**src/design/fsdrp_pkg.sv**
```systemverilog
package fsdrp_pkg;

  localparam int VALUE_WIDTH = 32;
  localparam int OUT_WIDTH   = 32;
  localparam int DEC_BASE    = 10;
  localparam int NUM_STORED  = 3;

  localparam logic [7:0] CHAR_MINUS = 8'h2d;
  localparam logic [7:0] CHAR_ZERO  = 8'h30;
  localparam logic [7:0] CHAR_NINE  = 8'h39;
  localparam logic [7:0] CHAR_NL    = 8'h0a;
  localparam logic [7:0] CHAR_SPACE = 8'h20;
  localparam logic [7:0] CHAR_TAB   = 8'h09;
  localparam logic [7:0] CHAR_CR    = 8'h0d;

  typedef logic [VALUE_WIDTH-1:0] value_t;

  typedef enum logic [1:0] {
    PH_SKIP,
    PH_DIGITS,
    PH_WS,
    PH_DISCARD
  } phase_t;

  function automatic logic is_ws(input logic [7:0] b);
    return (b == CHAR_SPACE) || ((b >= CHAR_TAB) && (b <= CHAR_CR));
  endfunction

  function automatic logic is_digit(input logic [7:0] b);
    return (b >= CHAR_ZERO) && (b <= CHAR_NINE);
  endfunction

  // sign-extend or cut a value to the output width
  function automatic logic signed [OUT_WIDTH-1:0] to_out(input value_t v);
    logic signed [VALUE_WIDTH-1:0] s;
    s = signed'(v);
    return OUT_WIDTH'(s);
  endfunction

endpackage

```
**src/design/four_signed_decimal_record_parser.sv**
```systemverilog
// Parses a byte stream of records, one item per byte (or an end-of-input mark), at a
// sustained rate of one item per clock. Each record drops skip_bytes leading bytes,
// then reads four decimal numbers with optional minus sign, separated by whitespace,
// and discards the rest of the line. One result item comes out per record, after the byte
// that closes it has passed the input register, and is held in the result register. The
// per-byte work is a multiply-by-ten add on a 32-bit accumulator between those two
// registers. Input stalls only while a result waits at the output and the byte held in
// the input register is blocked behind it. record_ok low means the record was malformed
// or ended early; its four values are then zero.
module four_signed_decimal_record_parser
  import fsdrp_pkg::*;
(
  input  logic                        clk,
  input  logic                        rst,
  input  logic                        in_valid,
  output logic                        in_ready,
  input  logic [7:0]                  text_byte,
  input  logic                        end_of_input,
  input  logic                        cfg_valid,
  output logic                        cfg_ready,
  input  logic [7:0]                  skip_bytes,
  output logic                        out_valid,
  input  logic                        out_ready,
  output logic signed [OUT_WIDTH-1:0] x_low,
  output logic signed [OUT_WIDTH-1:0] y_low,
  output logic signed [OUT_WIDTH-1:0] x_high,
  output logic signed [OUT_WIDTH-1:0] y_high,
  output logic                        record_ok,
  output logic                        closed_by_end
);

  logic       stage_valid;
  logic [7:0] stage_byte;
  logic       stage_eof;
  logic       advance;

  logic [7:0] skip_count;
  phase_t     phase, phase_next;
  logic [7:0] skip_left, skip_left_next;
  logic [1:0] field_index, field_index_next;
  logic       negative_flag, negative_flag_next;
  value_t     accumulator, accumulator_next;
  logic       error_flag, error_flag_next;
  value_t     finished_fields [NUM_STORED];

  logic       do_sign, do_digits, do_end;
  logic       ff_we;
  value_t     num_value;
  logic       close_rec, close_ok, close_end;
  value_t     last_value;

  assign advance   = stage_valid && (!out_valid || out_ready);
  assign in_ready  = !stage_valid || advance;
  assign cfg_ready = 1'b1;

  // input register
  always_ff @(posedge clk) begin
    if (rst) begin
      stage_valid <= 1'b0;
    end else if (in_ready) begin
      stage_valid <= in_valid;
    end
    if (in_valid && in_ready) begin
      stage_byte <= text_byte;
      stage_eof  <= end_of_input;
    end
  end

  assign num_value = negative_flag ? (value_t'(0) - accumulator) : accumulator;

  always_comb begin
    phase_next         = phase;
    skip_left_next     = skip_left;
    field_index_next   = field_index;
    negative_flag_next = negative_flag;
    accumulator_next   = accumulator;
    error_flag_next    = error_flag;
    do_sign            = 1'b0;
    do_digits          = 1'b0;
    do_end             = 1'b0;
    ff_we              = 1'b0;
    close_rec          = 1'b0;
    close_ok           = 1'b0;
    close_end          = 1'b0;
    last_value         = accumulator;

    unique case (phase)
      PH_SKIP: begin
        if (stage_eof) begin
          close_rec = 1'b1;
          close_end = 1'b1;
        end else if (skip_left != 8'd0) begin
          skip_left_next = skip_left - 8'd1;
        end else begin
          do_sign = 1'b1;
        end
      end
      PH_DIGITS: begin
        do_digits = 1'b1;
      end
      PH_WS: begin
        if (stage_eof || !is_ws(stage_byte)) begin
          do_sign = 1'b1;
        end
      end
      PH_DISCARD: begin
        if (stage_eof || (stage_byte == CHAR_NL)) begin
          close_rec = 1'b1;
          close_ok  = !error_flag;
          close_end = stage_eof;
        end
      end
      default: begin
        phase_next = PH_SKIP;
      end
    endcase

    if (do_sign) begin
      phase_next = PH_DIGITS;
      if (!stage_eof && (stage_byte == CHAR_MINUS)) begin
        negative_flag_next = 1'b1;
      end else begin
        do_digits = 1'b1;
      end
    end

    if (do_digits) begin
      if (!stage_eof && is_digit(stage_byte)) begin
        accumulator_next = accumulator * value_t'(DEC_BASE)
                         + value_t'(4'(stage_byte - CHAR_ZERO));
      end else begin
        do_end = 1'b1;
      end
    end

    if (do_end) begin
      negative_flag_next = 1'b0;
      if (field_index != 2'(NUM_STORED)) begin
        ff_we = 1'b1;
        if (stage_eof) begin
          close_rec = 1'b1;
          close_end = 1'b1;
        end else if (is_ws(stage_byte)) begin
          field_index_next = field_index + 2'd1;
          accumulator_next = '0;
          phase_next       = PH_WS;
        end else begin
          error_flag_next = 1'b1;
          phase_next      = PH_DISCARD;
        end
      end else begin
        accumulator_next = num_value;
        last_value       = num_value;
        if (stage_eof || (stage_byte == CHAR_NL)) begin
          close_rec = 1'b1;
          close_ok  = 1'b1;
          close_end = stage_eof;
        end else begin
          error_flag_next = 1'b0;
          phase_next      = PH_DISCARD;
        end
      end
    end

    if (close_rec) begin
      phase_next         = PH_SKIP;
      skip_left_next     = skip_count;
      field_index_next   = '0;
      negative_flag_next = 1'b0;
      accumulator_next   = '0;
      error_flag_next    = 1'b0;
    end
  end

  // parser state and configuration
  always_ff @(posedge clk) begin
    if (rst) begin
      skip_count    <= '0;
      phase         <= PH_SKIP;
      skip_left     <= '0;
      field_index   <= '0;
      negative_flag <= 1'b0;
      accumulator   <= '0;
      error_flag    <= 1'b0;
    end else begin
      if (advance) begin
        phase         <= phase_next;
        skip_left     <= skip_left_next;
        field_index   <= field_index_next;
        negative_flag <= negative_flag_next;
        accumulator   <= accumulator_next;
        error_flag    <= error_flag_next;
      end
      if (cfg_valid && cfg_ready) begin
        skip_count <= skip_bytes;
        if (phase == PH_SKIP) begin
          skip_left <= skip_bytes;
        end
      end
    end
  end

  always_ff @(posedge clk) begin
    if (advance && ff_we) begin
      finished_fields[field_index] <= num_value;
    end
  end

  // result register
  always_ff @(posedge clk) begin
    if (rst) begin
      out_valid <= 1'b0;
    end else if (advance && close_rec) begin
      out_valid <= 1'b1;
    end else if (out_ready) begin
      out_valid <= 1'b0;
    end
    if (advance && close_rec) begin
      x_low         <= close_ok ? to_out(finished_fields[0]) : '0;
      y_low         <= close_ok ? to_out(finished_fields[1]) : '0;
      x_high        <= close_ok ? to_out(finished_fields[2]) : '0;
      y_high        <= close_ok ? to_out(last_value) : '0;
      record_ok     <= close_ok;
      closed_by_end <= close_end;
    end
  end

  a_fail_zero: assert property (@(posedge clk) disable iff (rst)
    out_valid && !record_ok |-> x_low == 0 && y_low == 0 && x_high == 0 && y_high == 0)
    else $error("failed record carries non-zero values");

  a_skip_clean: assert property (@(posedge clk) disable iff (rst)
    phase == PH_SKIP |-> field_index == 2'd0 && accumulator == '0 && !negative_flag
                         && !error_flag)
    else $error("record start state not clean");

  a_skip_bound: assert property (@(posedge clk) disable iff (rst)
    phase == PH_SKIP |-> skip_left <= skip_count)
    else $error("skip counter above configured count");

  a_close_emits: assert property (@(posedge clk) disable iff (rst)
    advance && close_rec |=> out_valid)
    else $error("closed record not presented");

  a_ws_has_field: assert property (@(posedge clk) disable iff (rst)
    phase == PH_WS |-> field_index != 2'd0)
    else $error("separator phase before first number");

endmodule

```
**config.mk**
```make
export PLATFORM = sky130hd
export DESIGN_NAME = four_signed_decimal_record_parser
export DESIGN_NICKNAME = d
export VERILOG_FILES = /design/src/design/fsdrp_pkg.sv /design/src/design/four_signed_decimal_record_parser.sv
export SDC_FILE = /design/constraint.sdc
export NUM_CORES = 1
export LEC_CHECK = 0
export BUFFER_PORTS_ARGS = -buffer_cell sky130_fd_sc_hd__clkbuf_2
export CAP_MARGIN = 0
export CELL_PAD_IN_SITES_DETAIL_PLACEMENT = 0
export CELL_PAD_IN_SITES_GLOBAL_PLACEMENT = 1
export CORE_MARGIN = 5
export CORE_UTILIZATION = 42
export DETAILED_ROUTE_END_ITERATION = 8
export GPL_TIMING_DRIVEN = 0
export PLACE_DENSITY_LB_ADDON = 0.1
export SLEW_MARGIN = 25
export SYNTH_ARGS = -nofsm -noshare
export SYNTH_HDL_FRONTEND = slang
export SYNTH_SLANG_ARGS = --single-unit
```
**constraint.sdc**
```tcl
create_clock -name clk -period 5.18 [get_ports clk]
set_input_delay 0.518 -clock clk [delete_from_list [all_inputs] [get_ports clk]]
set_output_delay 0.518 -clock clk [all_outputs]
set_load 0.005 [all_outputs]
```
==> results.tsv, run 1 <==
metric	value	unit
grt_pass1_wl	58800	um
worst_slew_margin_rel	0.431	
ys_ff_latch	291	
finClkSkew	0.0262	ns
syn-instance-count	1333	
core	0.0347	mm2
drtAntennaViolNets	0	
postCtsHoldBufs	0	
max-cap-violations	0	
drive_gt1_frac	0.157	
hold_class	input port to flip-flop	
antenna_found_initial	0	
synth-edff-count	235	
grt_use_total	0.190	
dpl_worst_slack	0.890	ns
synthTopCellsByArea	edfxtp_1 47%, dfxtp_1 7.5%, ha_1 5.7%	
via_count	10619	
startpoint	accumulator[1]	
ctsLongestPathBuffers	3	
rsz0062_at_grt	false	
max_freq	231	MHz
overflow	0	
std_cell_rows	68	
min_from	text_byte[6]	
cts_setup_buffers	0	
p_leak	6.67	nW
period_share	0.836	
synthFlopType	edfxtp_1	
cts_made_buffers	31	
numClockSinks	291	
start_util	0.428	
cp_max_fo	8	
io_pins	155	
seq_area_frac_synth	0.550	
worstPathRequired	5.59	ns
clkLatencyLatePin	0.56	ns
n_antenna_cell	0	
routed_via_density	5.31	
finalWorstSetupSlack	0.850	ns
place_area	0.0163	mm2
ctsHtreeMaxLevel	1	
arrival	4.74	ns
slew_violations	0	
setup_viol	0	
worstSetupPathType	flip-flop to flip-flop	
place.port_buffers	151	
first_pass_iters	5	
yosys.area.top_type	edfxtp_1	
synth_nets	1425	
synthDistinctLibCells	87	
finalCriticalPeriod	4.33	ns
clkTransAtPathRegs	0.07	ns
syn_to_final_growth	16.3	%
die_height	198	um
drt_iter0_drc	664	
syn_area_per_cell	11.2	um2
netlist.area_leader.share	0.475	
postSynth.asyncResetShare	0	
hold_viol	0	
post_cts_resized	0	
fin_area	0.0173	mm2
routed_wl	38800	um
cts_tree	built	
dieArea	0.0392	mm2
cp-start-kind	flip-flop	
grt_max_degree	80	
ir_worst_vdd	0.000222	V
power_density	287	mW/mm2
post-synth-top-count-cell	edfxtp_1	
ys.warnings.count	0	
routedWlPerCell	19.4	um
fp.dieW	198	um
endpoint_kind	flip-flop	
cts-root-buf	clkbuf_16	
worst_pin_slew	0.848	ns
status	finished, final reports clean	
synthTopCellsByCount	235 x edfxtp_1, 121 x nor2_1, 109 x and2_1	
drc	0	
r2r-start	accumulator[1]	
final_nets	1613	
grt_pass1_vias	10066	
gp_congestion	0.851	
syn_area	0.0149	mm2
dp_hpwl	29800	um
holdWs	0.141	ns
[path summary, 6_finish.rpt]
path                          end  cells past startpoint  slack (ns)
setup / recovery  accumulator[31]                     13        0.85
setup reg to reg  accumulator[31]                     13        0.85
hold reg to reg     skip_count[6]                      2        0.50
hold / removal      stage_byte[6]                      1        0.14
[cell families (layout without fill, tap and decap cells)]
kind of cell / Yosys count / count (layout) / synth area share
other: 1 / 1 / 0.000252
buffers and inverters: 87 / 298 / 0.0229
flip-flops: 291 / 291 / 0.550
AND/OR/NAND/NOR: 496 / 496 / 0.175
AO/OA/AOI/OAI: 276 / 276 / 0.121
adder cells (fa/ha/maj): 70 / 70 / 0.0599
XOR/XNOR: 96 / 96 / 0.0591
multiplexers: 16 / 16 / 0.0109
[flip-flops by register name, indices dropped and copies added (netlist names)]
register	cells
accumulator	32
closed_by_end	1
error_flag	1
field_index	2
finished_fields	96
negative_flag	1
out_valid	1
phase	2
record_ok	1
skip_count	8
skip_left	8
stage_byte	8
stage_eof	1
stage_valid	1
x_high	32
x_low	32
y_high	32
y_low	32
[per-layer routing]
layer | vias to the layer above | part of all wire | global-route usage
li1 | 5277 | - | -
met1 | 5040 | 0.48 | 0.282
met2 | 262 | 0.46 | 0.308
met3 | 40 | 0.046 | 0.0191
met4 | 0 | 0.016 | 0.0375
met5 | - | 0 | 0
[cell type report]
class | instances | area [um2]
Inverter | 19 | 71.3
Timing Repair Buffer | 155 | 843
Fill cell | 3186 | 17400
Multi-Input combinational cell | 955 | 6350
Clock inverter | 20 | 195
Buffer | 68 | 279
Sequential cell | 291 | 8180
Tap cell | 455 | 569
Clock buffer | 36 | 795
[where the power goes]
group | switching, W | internal [W] | total, W
combinational | 0.000140 | 0.0000799 | 0.000220
clock | 0.000891 | 0.00125 | 0.00214
sequential | 0.0000278 | 0.00256 | 0.00259
total | 0.00106 | 0.00389 | 0.00495
[stage by stage]
step	setup TNS [ns]	cells	total power, W	utilization
4_1_cts	0	1999	0.00499	0.498
3_5_place_dp	0	1943	0.00286	0.469
6_report	0	1999	0.00495	0.498
3_3_place_gp	-13.69	1939	0.00286	0.466
5_1_grt	0	1999	0.00511	0.498
2_1_floorplan	0	1333	0.00276	-
[worst max-delay path: stages (launching register included)]
cell	delay [ns]
dfxtp_1	0.53
ha_1	0.30
ha_1	0.24
fa_1	0.40
a21o_1	0.23
a221oi_2	0.47
nor4_2	0.16
nor4_1	0.63
nor2_1	0.13
xnor2_1	0.23
nor4b_1	0.34
nand4_1	0.18
xnor2_1	0.22
o221ai_1	0.13
[cell usage in the layout, fill, tap and decap left out, types with 6 or more instances in the layout]
cell type  netlist  routed
clkbuf_1        54      59
nor4_1          13      13
o21ai_0         66      66
or4_1            6       6
edfxtp_1       235     235
a221oi_1         6       6
ha_1            68      68
xor2_1          38      38
a211oi_1         7       7
clkbuf_16        0      31
inv_1           19      19
or3_1           21      21
and2_1         109     106
buf_2            8       7
a21o_1          13      13
and3_1          13      13
dfxtp_1         56      56
o211ai_1        10      10
nand3_1         24      24
o31ai_1         10      10
nor3_1          29      29
mux2i_1         14      14
nor2_1         121     121
o21a_1          12      12
nand2_1         96      96
nor2b_1          7       7
nand4_1         16      16
a22oi_1         13      13
o21ai_1         10      10
xnor2_1         56      56
clkbuf_2         0     151
a21oi_1         70      70
nand2b_1         8       8
Power figures use the tool's default switching activity.
==> inputs of run 2 (changes only) <==
==> constraint.sdc (replaced) <==
create_clock -name clk -period 4.3 [get_ports clk]
set_input_delay 0.43 -clock clk [delete_from_list [all_inputs] [get_ports clk]]
set_output_delay 0.43 -clock clk [all_outputs]
set_load 0.005 [all_outputs]
==> results.tsv, run 2 (same netlist as run 1, synthesis figures left out) <==
metric	value	unit	change
status	finished, final reports clean		
drive_gt1_frac	0.161		+0.00378
grt_use_total	0.190		about the same
reg2reg_depth	13		unchanged
gp_congestion	0.851		unchanged
setup_viol	0		unchanged
grtUsageMet1	0.282		about the same
syn_to_final_growth	16.5	%	
grt.busiest_layer	met2		
drt_iter0_drc	660		-0.60%
slowest_stage	nor3b_1		
fp.dieW	198	um	unchanged
core	0.0347	mm2	unchanged
cp_num_cells	13		unchanged
first_pass_iters	5		unchanged
drc	0		unchanged
holdWs	0.0523	ns	-0.0891 ns
cts_made_buffers	31		unchanged
max-cap-violations	0		unchanged
routed_via_density	5.29		-0.45%
worstSetupPathType	flip-flop to flip-flop		
cts_tree	built		
grt_pass1_wl	58800	um	about the same
cp_max_fo	9		+1
start_util	0.428		unchanged
final_nets	1614		+0.062%
critical-path-top-delay-family	simple AND/OR/NAND/NOR gates		
routed_wl	38800	um	-0.20%
worstPathRequired	4.71	ns	-0.88 ns
grt_pass1_vias	10069		+0.030%
overflow	0		unchanged
io_pins	155		unchanged
arrival	4.46	ns	-0.28 ns
antenna_found_initial	0		unchanged
worst_pin_slew	0.769	ns	-0.0794 ns
critPathCapture	accumulator[31]		
dpl.cell_count	1943		unchanged
max_freq	247	MHz	+6.9%
hold_viol	0		unchanged
final_cell_mix	235 x edfxtp_1, 152 x clkbuf_2, 121 x nor2_1		
via_count	10577		-0.40%
finalCriticalPeriod	4.05	ns	-0.279 ns
period_share	0.942		+0.106
final_common_cell	edfxtp_1		
path_cells	ha_1 -> ha_1 -> nand2_1 -> o21ai_1 -> nor3b_1 -> nor3b_1 -> xnor2_1 -> nand4_1 -> buf_4 -> nor4b_1 -> nand4_1 -> xnor2_1 -> o221ai_1		
r2r_slack	0.25	ns	-0.60 ns
slew_violations	0		unchanged
dieArea	0.0392	mm2	unchanged
critPathMaxStageDelay	0.59	ns	-0.04 ns
routedWlPerCell	19.4	um	-0.25%
numClockSinks	291		unchanged
path_buf_inv	1		+1
finalWorstSetupSlack	0.249	ns	-0.601 ns
dp_hpwl	29800	um	unchanged
grt_max_degree	80		unchanged
clkLatencyLatePin	0.56	ns	about the same
drtAntennaViolNets	0		unchanged
use_met3	0.0191		unchanged
ctsHtreeMaxLevel	1		unchanged
cp-start-kind	flip-flop		
p_leak	6.68	nW	+0.13%
worst_slew_margin_rel	0.480		+0.0483
ir_worst_vdd	0.000267	V	+21%
postCtsHoldBufs	0		unchanged
endpoint_kind	flip-flop		
largest_reg_flops	96		unchanged
place.port_buffers	151		unchanged
power.total	0.00597	W	+20%
std_cell_rows	68		unchanged
dpl_worst_slack	0.00967	ns	-0.880 ns
grt_use_met2	0.308		unchanged
tns	0	ns	unchanged
clkTransAtPathRegs	0.06	ns	about the same
regMostFlops	finished_fields		
power_density	344	mW/mm2	+20%
cts-root-buf	clkbuf_16		
startpoint	accumulator[11]		
stdcell_count	2000		+0.050%
hold_class	input port to flip-flop		
r2r_end	accumulator[31]		
ctsLongestPathBuffers	3		unchanged
r2r-start	accumulator[11]		
finClkSkew	0.0278	ns	+0.00159 ns
n_antenna_cell	0		unchanged
die_height	198	um	unchanged
## run 2: changes by cell type in the layout (fill, tap and decap cells not counted), sizes merged
cell,previous run,this run
buf,18,19
## run 2: worst min path at each step
stage,start,depth (start not counted),slack (ns),endpoint
after floorplan,skip_count[0],2,0.46,skip_count[0]
after global placement,skip_count[6],2,0.48,skip_count[6]
after CTS,text_byte[7],1,0.03,stage_byte[7]
after global routing,text_byte[2],1,0.04,stage_byte[2]
final,text_byte[2],1,0.05,stage_byte[2]
after detailed placement,skip_count[6],2,0.48,skip_count[6]
## run 2: worst reg2reg max path: cells and delay by family, from the launching register on
family | cells | cell delay, ns
DFF | 1 | 0.55
adders and majority gates | 2 | 0.72
AOI/OAI and AO/OA | 2 | 0.40
and+or+nand+nor | 6 | 1.45
buffers and inverters | 1 | 0.20
xor gates and xnor gates | 2 | 0.59
## run 2: timing repair
item | 4_1_cts | 5_1_grt
gates resized for setup | 1 | 6
endpoints found under the hold margin | 0 | 0
buffers inserted | 0 | 1
setup endpoints to repair | 1 | 19
pin swaps | 0 | 1
## run 2: power by group
group / leakage (nW) / internal (W) / total, W / switching (W)
Combinational: 3.49 / 0.0000962 / 0.000265 / 0.000169
Clock: 0.481 / 0.00151 / 0.00258 / 0.00108
Sequential: 2.71 / 0.00308 / 0.00312 / 0.0000334
## run 2: metrics by stage
stage / utilization / instance area, um2
global route: 0.499 / 17300
detailed placement: 0.469 / 16300
floorplan: - / 14900
finish: 0.499 / 17300
global placement: 0.466 / 16200
CTS: 0.498 / 17300
## run 2: cell type report
type                    instances  area [um2]
flip-flops and latches        291        8180
plain buffers                  68         280
clock inverters                20         195
inverters                      19        71.3
fillers                      3182       17400
clock buffers                  36         795
repair buffers                156         851
multi-input cells             955        6380
well taps                     455         569
## run 2: metal layers
metal / vias up / share of wire
li1: 5273 / -
met1: 5034 / 0.49
met2: 232 / 0.46
met3: 38 / 0.044
met4: 0 / 0.015
met5: - / 0
